[src/sv/fsq_pkg.sv]
package fsq_pkg;

  localparam int VALUE_W   = 16;   // signed fixed-point input component
  localparam int CODE_W    = 24;   // codebook index, wraps modulo 2^24
  localparam int CFG_W     = 5;    // level register width
  localparam int CFG_IDX_W = 4;    // register index width

  localparam logic [CFG_W-1:0] LEVEL_RST_LO = 5'd8;  // dims 0..2
  localparam logic [CFG_W-1:0] LEVEL_RST_HI = 5'd5;  // dims 3 and up
  localparam int               LEVEL_RST_SPLIT = 3;

  localparam logic [63:0] LN2_Q32 = 64'd2977044472;

  // log2(n) in unsigned Q.32, n in 1..1023, by repeated squaring of the mantissa.
  function automatic logic [63:0] fsq_log2_q32(input int n);
    logic [63:0] e;
    logic [63:0] y;
    logic [63:0] frac;
    logic [63:0] nn;
    nn   = 64'(n);
    e    = '0;
    frac = '0;
    while (e < 64'd9 && (nn >> (e + 64'd1)) != 64'd0) begin
      e = e + 64'd1;
    end
    y = (nn << 30) >> e;
    for (int i = 0; i < 32; i++) begin
      y    = (y * y) >> 30;
      frac = frac << 1;
      if (y >= (64'd1 << 31)) begin
        y    = y >> 1;
        frac = frac | 64'd1;
      end
    end
    return (e << 32) | frac;
  endfunction

  // Shift-subtract quotient, elaboration only.
  function automatic logic [63:0] fsq_udiv(input logic [63:0] num, input logic [63:0] den);
    logic [64:0] rem;
    logic [63:0] quo;
    rem = '0;
    quo = '0;
    for (int i = 63; i >= 0; i--) begin
      rem = {rem[63:0], num[i]};
      if (rem >= {1'b0, den}) begin
        rem    = rem - {1'b0, den};
        quo[i] = 1'b1;
      end
    end
    return quo;
  endfunction

  // Threshold magnitude in Q.40 for 2k > lv.
  function automatic logic [63:0] fsq_thr_mag(input int lv, input int k);
    logic [63:0] d;
    logic [63:0] p;
    d = fsq_log2_q32(k) - fsq_log2_q32(lv - k);
    p = ((d >> 8) * LN2_Q32) >> 16;
    return fsq_udiv(p * 64'(lv), 64'(2 * (lv - 1)));
  endfunction

  // Threshold T_k for lv levels at frac fraction bits.
  function automatic longint fsq_threshold(input int lv, input int k, input int frac);
    int          sh;
    logic [63:0] m;
    sh = 40 - frac;
    if (2 * k == lv) begin
      return 64'sd0;
    end
    if (2 * k > lv) begin
      m = fsq_thr_mag(lv, k);
      return signed'((m + (64'd1 << sh) - 64'd1) >> sh);
    end
    m = fsq_thr_mag(lv, lv - k);
    return -signed'(m >> sh);
  endfunction

endpackage

[src/sv/fsq_slicer.sv]
module fsq_slicer #(
  parameter int MAX_LEVELS = 16,
  parameter int FRAC_BITS  = 12,
  parameter int LW         = 5,
  parameter int CW         = 4
) (
  input  logic signed [fsq_pkg::VALUE_W-1:0] value,
  input  logic [LW-1:0]                      level,
  output logic [CW-1:0]                      comp
);
  import fsq_pkg::*;

  localparam int TW    = FRAC_BITS + 3;
  localparam int CMP_W = (TW > VALUE_W) ? TW : VALUE_W;
  localparam int NCMP  = MAX_LEVELS - 1;

  // Column k of the threshold table: T_k for every level, zero where k >= level.
  function automatic logic [(MAX_LEVELS+1)*TW-1:0] thr_col(input int k);
    logic [(MAX_LEVELS+1)*TW-1:0] col;
    col = '0;
    for (int lv = 0; lv <= MAX_LEVELS; lv++) begin
      if (k < lv) begin
        col[lv*TW +: TW] = TW'(fsq_threshold(lv, k, FRAC_BITS));
      end
    end
    return col;
  endfunction

  logic [NCMP-1:0]          hit;
  logic signed [CMP_W-1:0]  x_ext;

  assign x_ext = CMP_W'(value);

  for (genvar k = 1; k <= NCMP; k++) begin : g_cmp
    localparam logic [(MAX_LEVELS+1)*TW-1:0] COL = thr_col(k);
    logic signed [TW-1:0]    thr;
    logic signed [CMP_W-1:0] thr_ext;
    assign thr     = COL[level*TW +: TW];
    assign thr_ext = CMP_W'(thr);
    assign hit[k-1] = (LW'(k) < level) && (x_ext >= thr_ext);
  end

  // thermometer count of reached thresholds
  always_comb begin
    comp = '0;
    for (int i = 0; i < NCMP; i++) begin
      comp = comp + CW'(hit[i]);
    end
  end

endmodule

[src/sv/fsq_cell.sv]
module fsq_cell #(
  parameter int DIMS = 6,
  parameter int IDX  = 0,
  parameter int LW   = 5,
  parameter int CW   = 4
) (
  input  logic                              clk,
  input  logic                              rst_n,
  input  logic [LW-1:0]                     level,
  input  logic                              in_valid,
  output logic                              in_ready,
  input  logic [fsq_pkg::CODE_W-1:0]        in_code,
  input  logic [fsq_pkg::CODE_W-1:0]        in_weight,
  input  logic [DIMS-1:0][CW-1:0]           in_comp,
  input  logic                              in_last,
  output logic                              out_valid,
  input  logic                              out_ready,
  output logic [fsq_pkg::CODE_W-1:0]        out_code,
  output logic [fsq_pkg::CODE_W-1:0]        out_wt,
  output logic [DIMS-1:0][CW-1:0]           out_comp,
  output logic                              out_last
);
  import fsq_pkg::*;

  logic                       valid_r;
  logic [CODE_W-1:0]          code_r, code_nxt;
  logic [CODE_W-1:0]          weight_r, weight_nxt;
  logic [DIMS-1:0][CW-1:0]    comp_r;
  logic                       last_r;
  logic [CW+CODE_W-1:0]       term;
  logic [LW+CODE_W-1:0]       wprod;
  logic                       take;

  assign in_ready = !valid_r || out_ready;
  assign take     = in_valid && in_ready;

  // code += comp * weight ; weight *= level, both modulo 2^24
  assign term       = in_comp[IDX] * in_weight;
  assign wprod      = in_weight * level;
  assign code_nxt   = in_code + term[CODE_W-1:0];
  assign weight_nxt = wprod[CODE_W-1:0];

  always_ff @(posedge clk) begin
    if (!rst_n) begin
      valid_r <= 1'b0;
    end else if (in_ready) begin
      valid_r <= in_valid;
    end
  end

  always_ff @(posedge clk) begin
    if (take) begin
      code_r   <= code_nxt;
      weight_r <= weight_nxt;
      comp_r   <= in_comp;
      last_r   <= in_last;
    end
  end

  assign out_valid  = valid_r;
  assign out_code   = code_r;
  assign out_wt     = weight_r;
  assign out_comp   = comp_r;
  assign out_last   = last_r;

  a_take_fills : assert property (@(posedge clk) disable iff (!rst_n)
    take |=> valid_r)
    else $error("cell dropped a request");

  a_stall_holds : assert property (@(posedge clk) disable iff (!rst_n)
    valid_r && !out_ready |=> valid_r && $stable(code_r) && $stable(last_r))
    else $error("cell lost a stalled request");

  a_zero_comp : assert property (@(posedge clk) disable iff (!rst_n)
    take && in_comp[IDX] == '0 |=> code_r == $past(in_code))
    else $error("zero component changed the code");

endmodule

[src/sv/fsq_code_quantizer.sv]
// An accepted row is registered in stage 0, then in each radix cell in order.
// Throughput: one row per cycle without output stall; the comparator bank and each radix
//   cell take a new row every cycle, and a stalled output only backs up the stages behind it.
// Reset (rst_n low at a clock edge): all stage valids clear, level registers
//   return to 8, 8, 8, 5, 5, 5 (dims 0..2 get 8, the rest 5).
module fsq_code_quantizer #(
  parameter int DIMS       = 6,
  parameter int MAX_LEVELS = 16,
  parameter int FRAC_BITS  = 12
) (
  input  logic                                clk,
  input  logic                                rst_n,
  // in_tdata: value_0 [15:0], value_1 [31:16], ... value_(DIMS-1) at the top
  input  logic                                in_tvalid,
  output logic                                in_tready,
  input  logic [DIMS*fsq_pkg::VALUE_W-1:0]    in_tdata,
  input  logic                                in_tlast,    // last_row
  // out_tdata: code [23:0]
  output logic                                out_tvalid,
  input  logic                                out_tready,
  output logic [fsq_pkg::CODE_W-1:0]          out_tdata,
  output logic                                out_tlast,   // last_code
  input  logic                                cfg_we,
  input  logic [fsq_pkg::CFG_IDX_W-1:0]       cfg_index,
  input  logic [fsq_pkg::CFG_W-1:0]           cfg_data
);
  import fsq_pkg::*;

  localparam int LW = $clog2(MAX_LEVELS + 1);   // effective level width
  localparam int CW = $clog2(MAX_LEVELS);       // component width, 0..L-1

  // level register -> effective level: below two counts as one, clip at MAX_LEVELS
  function automatic logic [LW-1:0] eff_level(input logic [CFG_W-1:0] r);
    if (r < CFG_W'(2)) begin
      return LW'(1);
    end
    if (int'(r) > MAX_LEVELS) begin
      return LW'(MAX_LEVELS);
    end
    return LW'(r);
  endfunction

  // ---------------------------------------------------------------------------
  // Level registers: the user writes only while the pipe is empty; not enforced
  // ---------------------------------------------------------------------------
  logic [DIMS-1:0][CFG_W-1:0] level_r;
  logic [DIMS-1:0][LW-1:0]    level_eff;

  always_ff @(posedge clk) begin
    for (int d = 0; d < DIMS; d++) begin
      if (!rst_n) begin
        level_r[d] <= (d < LEVEL_RST_SPLIT) ? LEVEL_RST_LO : LEVEL_RST_HI;
      end else if (cfg_we && cfg_index == CFG_IDX_W'(d)) begin
        level_r[d] <= cfg_data;
      end
    end
  end

  for (genvar d = 0; d < DIMS; d++) begin : g_lvl
    assign level_eff[d] = eff_level(level_r[d]);
  end

  // ---------------------------------------------------------------------------
  // Stage 0: threshold compare per dimension, all dims in parallel
  // ---------------------------------------------------------------------------
  logic                       s0_valid_r;
  logic [DIMS-1:0][CW-1:0]    s0_comp_r, s0_comp_nxt;
  logic                       s0_last_r;
  logic                       s0_take;

  logic [DIMS:0]                          c_valid;
  logic [DIMS:0]                          c_ready;
  logic [DIMS:0][CODE_W-1:0]              c_code;
  logic [DIMS:0][CODE_W-1:0]              c_weight;
  logic [DIMS:0][DIMS-1:0][CW-1:0]        c_comp;
  logic [DIMS:0]                          c_last;

  for (genvar d = 0; d < DIMS; d++) begin : g_slice
    fsq_slicer #(
      .MAX_LEVELS (MAX_LEVELS),
      .FRAC_BITS  (FRAC_BITS),
      .LW         (LW),
      .CW         (CW)
    ) u_slicer (
      .value (signed'(in_tdata[d*VALUE_W +: VALUE_W])),
      .level (level_eff[d]),
      .comp  (s0_comp_nxt[d])
    );
  end

  assign in_tready = !s0_valid_r || c_ready[0];
  assign s0_take   = in_tvalid && in_tready;

  always_ff @(posedge clk) begin
    if (!rst_n) begin
      s0_valid_r <= 1'b0;
    end else if (in_tready) begin
      s0_valid_r <= in_tvalid;
    end
  end

  always_ff @(posedge clk) begin
    if (s0_take) begin
      s0_comp_r <= s0_comp_nxt;
      s0_last_r <= in_tlast;
    end
  end

  // ---------------------------------------------------------------------------
  // Mixed-radix chain: cell d adds comp[d] * weight and scales weight by L_d
  // ---------------------------------------------------------------------------
  assign c_valid[0]  = s0_valid_r;
  assign c_code[0]   = '0;
  assign c_weight[0] = CODE_W'(1);
  assign c_comp[0]   = s0_comp_r;
  assign c_last[0]   = s0_last_r;

  for (genvar d = 0; d < DIMS; d++) begin : g_cell
    fsq_cell #(
      .DIMS (DIMS),
      .IDX  (d),
      .LW   (LW),
      .CW   (CW)
    ) u_cell (
      .clk        (clk),
      .rst_n      (rst_n),
      .level      (level_eff[d]),
      .in_valid   (c_valid[d]),
      .in_ready   (c_ready[d]),
      .in_code    (c_code[d]),
      .in_weight  (c_weight[d]),
      .in_comp    (c_comp[d]),
      .in_last    (c_last[d]),
      .out_valid  (c_valid[d+1]),
      .out_ready  (c_ready[d+1]),
      .out_code   (c_code[d+1]),
      .out_wt     (c_weight[d+1]),
      .out_comp   (c_comp[d+1]),
      .out_last   (c_last[d+1])
    );
  end

  // the last cell's register is the output register
  assign c_ready[DIMS] = out_tready;
  assign out_tvalid    = c_valid[DIMS];
  assign out_tdata     = c_code[DIMS];
  assign out_tlast     = c_last[DIMS];

  // ---------------------------------------------------------------------------
  // Checks
  // ---------------------------------------------------------------------------
  for (genvar d = 0; d < DIMS; d++) begin : g_chk
    a_comp_range : assert property (@(posedge clk) disable iff (!rst_n)
      s0_valid_r |-> LW'(s0_comp_r[d]) < level_eff[d])
      else $error("component beyond level count");
  end

  a_reset_empty : assert property (@(posedge clk)
    !rst_n |=> !out_tvalid && !s0_valid_r)
    else $error("pipe not empty after reset");

  a_backpressure : assert property (@(posedge clk) disable iff (!rst_n)
    !in_tready |-> s0_valid_r && !c_ready[0])
    else $error("input stalled with room in stage 0");

endmodule

[config.mk]
export PLATFORM = sky130hd
export DESIGN_NAME = fsq_code_quantizer
export DESIGN_NICKNAME = d
export VERILOG_FILES = /design/src/sv/fsq_pkg.sv /design/src/sv/fsq_slicer.sv /design/src/sv/fsq_cell.sv /design/src/sv/fsq_code_quantizer.sv
export SDC_FILE = /design/constraint.sdc
export NUM_CORES = 2
export LEC_CHECK = 0
export BUFFER_PORTS_ARGS = -buffer_cell sky130_fd_sc_hd__clkbuf_2
export CAP_MARGIN = 20
export CORE_MARGIN = 2
export CORE_UTILIZATION = 60
export CTS_CLUSTER_DIAMETER = 60
export DETAILED_ROUTE_END_ITERATION = 6
export HOLD_SLACK_MARGIN = 0.08
export PLACE_DENSITY_LB_ADDON = 0.08
export SYNTH_ARGS = -nofsm -noshare
export SYNTH_HDL_FRONTEND = slang
export SYNTH_SLANG_ARGS = --single-unit
[constraint.sdc]
create_clock -name clk -period 9.2 [get_ports clk]
set_clock_uncertainty 0.15 [all_clocks]
set_input_delay 1.84 -clock clk [delete_from_list [all_inputs] [get_ports clk]]
set_output_delay 1.84 -clock clk [all_outputs]
set_load 0.05 [all_outputs]
==> impl_metrics.env <==
export IMPL_overflow=0
export IMPL_tritoncts_num_buffers=45
export IMPL_hold_buffers=0
export IMPL_ys_warn_count=0
export IMPL_fin_nets=10100
export IMPL_routed_via_density=6.43
export IMPL_design_die_area_um2=114000
export IMPL_p_per_area_nw_per_um2=85.2
export IMPL_clk_path_buf_depth=3
export IMPL_drive_gt1_frac=0.0531
export IMPL_relSlewSlack=0.330
export IMPL_synth_cell_types=89
export IMPL_tns_ns=0
export IMPL_layout_setup_ws_ns=0.862
export IMPL_setup_violations=0
export IMPL_end_kind="flip-flop"
export IMPL_core_um2=111000
export IMPL_path_clk_slew_ns=0.06
export IMPL_grt_pass1_wl_mm=339
export IMPL_htree_levels=2
export IMPL_cts_tree="done"
export IMPL_synth_seq_cells=303
export IMPL_clkPwrFrac=0.300
export IMPL_syn_num_nets=10100
export IMPL_yosysSeqAreaShare=0.130
export IMPL_crit_type="reg2reg"
export IMPL_grt_setup_unrepaired="false"
export IMPL_seqPwrFrac=0.290
export IMPL_avgRoutedWirePerCell_um=22.8
export IMPL_die_x_um=338
export IMPL_synthesis_area_um2=66900
export IMPL_track_usage=0.377
export IMPL_fin_crit_ns=8.34
export IMPL_area_growth_pct=5.51
export IMPL_combPwrFrac=0.410
export IMPL_async_flop_share=0
export IMPL_drtIter0Drc=5857
export IMPL_top_layer_used="met5"
export IMPL_antenna_left=0
export IMPL_seqCellArea_um2=8740
export IMPL_outcome="complete, no violations"
export IMPL_synth_edf_count=266
export IMPL_route_met2_wl_mm=95.6
export IMPL_post_cts_resized=0
export IMPL_dr_pass1_iters=6
export IMPL_period_share=0.906
export IMPL_ios=138
export IMPL_tightestPinTransition_ns=0.995
export IMPL_slew_violations=0
export IMPL_syn_avg_cell_area_um2=8.26
export IMPL_place_ws_ns=0.995
export IMPL_hold_viol=0
export IMPL_netlist_instances=8102
export IMPL_cp_arrival_ns=8.55
export IMPL_max_cap_viol_count=0
export IMPL_synth_top_flop_cell="edfxtp_1"
export IMPL_critPathLaunchType="flip-flop"
export IMPL_hpwl_mm=164
export IMPL_vdd_drop_max_mv=0.108
export IMPL_fill_cells=9790
export IMPL_p_leak_nw=33.1
export IMPL_clockRootBuffer="clkbuf_16"
export IMPL_initial_core_util=0.604
export IMPL_finalPower_mw=6.01
export IMPL_dr_wl_met3_mm=20.8
export IMPL_drc=0
export IMPL_num_rows=122
export IMPL_multi_input_area_um2=54700
export IMPL_critPathRequiredTime_ns=9.41
export IMPL_vias=61500
export IMPL_max_freq_ghz=0.120
export IMPL_cts_sinks=303
export IMPL_post_cts_setup_buffers=0
export IMPL_portBuffers=137
export IMPL_antenna_found_initial=8
export IMPL_clock_latency_ns=0.63
export IMPL_hp_class="reg2reg"
export IMPL_routed_wl_mm=218
export IMPL_gp_congestion=1.05
export IMPL_grt_start_max_net_pins=67
export IMPL_cp_max_fo=14
export IMPL_die_h_um=338
export IMPL_power_switching_mw=2.26
export IMPL_m1WireLength_mm=91.2
export IMPL_internal_power_mw=3.76
export IMPL_grt_pass1_vias=59800
export IMPL_p_sw_frac=0.375
==> synthesized netlist by cell type, types with 45 or more instances <==
library cell     n  share of area
a21boi_0        45         0.0050
nand4_1        131          0.012
nor3_1          87         0.0065
nor2_1         514          0.029
clkbuf_1       298          0.017
a21o_1         328          0.037
inv_1          531          0.030
o211ai_1        46         0.0052
o21a_1         151          0.017
ha_1          1538           0.29
nand3_1        113         0.0085
fa_1           382           0.11
buf_1           58         0.0033
nand2b_1       154          0.014
a31oi_1         70         0.0065
edfxtp_1       266           0.12
nand2_1        968          0.054
and2_1         267          0.025
o21ai_0        540          0.040
xnor2_1        118          0.015
a21oi_1        597          0.045
nor2b_1        215          0.020
a211oi_1        55         0.0062
o21bai_1        55         0.0062
==> layout make-up <==
cell class / instances / area share
Inverter: 539 / 0.0287
Sequential cell: 303 / 0.124
Antenna cell: 2 / 0.0000709
Clock inverter: 36 / 0.00631
Timing Repair Buffer: 262 / 0.0231
Tap cell: 1488 / 0.0264
Clock buffer: 48 / 0.0163
Multi-Input combinational cell: 6878 / 0.775
==> power by group through the flow <==
stage	clock network [mW]	registers (mW)	logic (mW)
final	1.81	1.75	2.46
after global placement	0	1.77	2.34
after global routing	1.90	1.75	2.78
after CTS	1.84	1.74	2.44
after floorplan	0	1.71	1.72
after detailed placement	0	1.77	2.42
==> worst paths after layout <==
path	startpoint	end	slack, ns	depth (start not counted)
hold reg to reg	g_cell[0].u_cell.out_comp[17]	g_cell[1].u_cell.out_comp[17]	0.26	0
setup reg to reg	level_r[21]	c_comp[18]	0.86	26
hold / removal	g_cell[0].u_cell.out_comp[17]	g_cell[1].u_cell.out_comp[17]	0.26	0
setup / recovery	level_r[21]	c_comp[18]	0.86	26
==> sequential cells by signal, indices dropped and copies added, names as in the netlist <==
register                 flops
g_cell.u_cell.out_last       6
g_cell.u_cell.out_code      98
g_cell.u_cell.out_wt        77
s0_last_r                    1
level_r                     30
s0_valid_r                   1
g_cell.u_cell.out_comp      60
g_cell.u_cell.out_valid      6
c_comp                      24
==> kinds of logic after synthesis <==
| family | after synthesis | synth area share |
|---|---|---|
| AO/OA/AOI/OAI | 2144 | 0.201 |
| XOR/XNOR | 158 | 0.0207 |
| adder cells (fa/ha/maj) | 1921 | 0.402 |
| buffers and inverters | 921 | 0.0531 |
| flip-flops | 303 | 0.130 |
| multiplexers | 37 | 0.00561 |
| AND/OR/NAND/NOR | 2618 | 0.187 |
==> stage by stage <==
step	cells	hold WS, ns	utilization	instance area (µm²)
floorplan	8102	0.250	-	66900
global placement	9469	0.251	0.623	69000
detailed placement	9470	0.255	0.623	69000
CTS	9554	0.265	0.638	70600
global route	9554	0.265	0.638	70600
finish	9556	0.265	0.638	70600
==> critical path, stage by stage (launching register included) <==
cell	delay (ns)
dfxtp_1	0.67
nor2b_2	0.53
inv_1	0.25
ha_1	0.42
inv_1	0.30
nor2_2	0.06
buf_4	0.19
inv_1	0.44
nand3_1	0.29
inv_1	0.29
ha_1	0.19
nand4_1	0.12
or3_1	0.38
o221ai_1	0.19
xor2_1	0.16
o21a_1	0.15
a21oi_1	0.04
ha_1	0.30
inv_1	0.09
fa_1	0.45
fa_1	0.52
fa_1	0.55
inv_1	0.06
fa_1	0.49
ha_1	0.25
fa_1	0.39
xor2_1	0.17
==> routing by layer <==
metal,up-vias,GRT usage
li1,28600,-
met2,3007,0.591
met1,29100,0.508
met5,-,0
met4,10,0.166
met3,682,0.0661
==> placed cells by master, fill, tap and decap left out, drive strengths merged, types with 20 or more instances in the layout <==
cell and instances:
a211o 24, a211oi 56, a21boi 45, a21o 328, a21oi 602, a31oi 70, and2 272, and3 35
buf 125, clkbuf 185, clkinv 20, dfxtp 37, edfxtp 266, fa 382, ha 1538, inv 543
mux2i 33, nand2 968, nand2b 154, nand3 113, nand4 131, nor2 514, nor2b 215, nor3 87
nor4 24, o211ai 46, o21a 151, o21ai 552, o21bai 55, o31ai 40, or2 26, or3 29
xnor2 118, xor2 40
(Power assumes the default switching activity.)
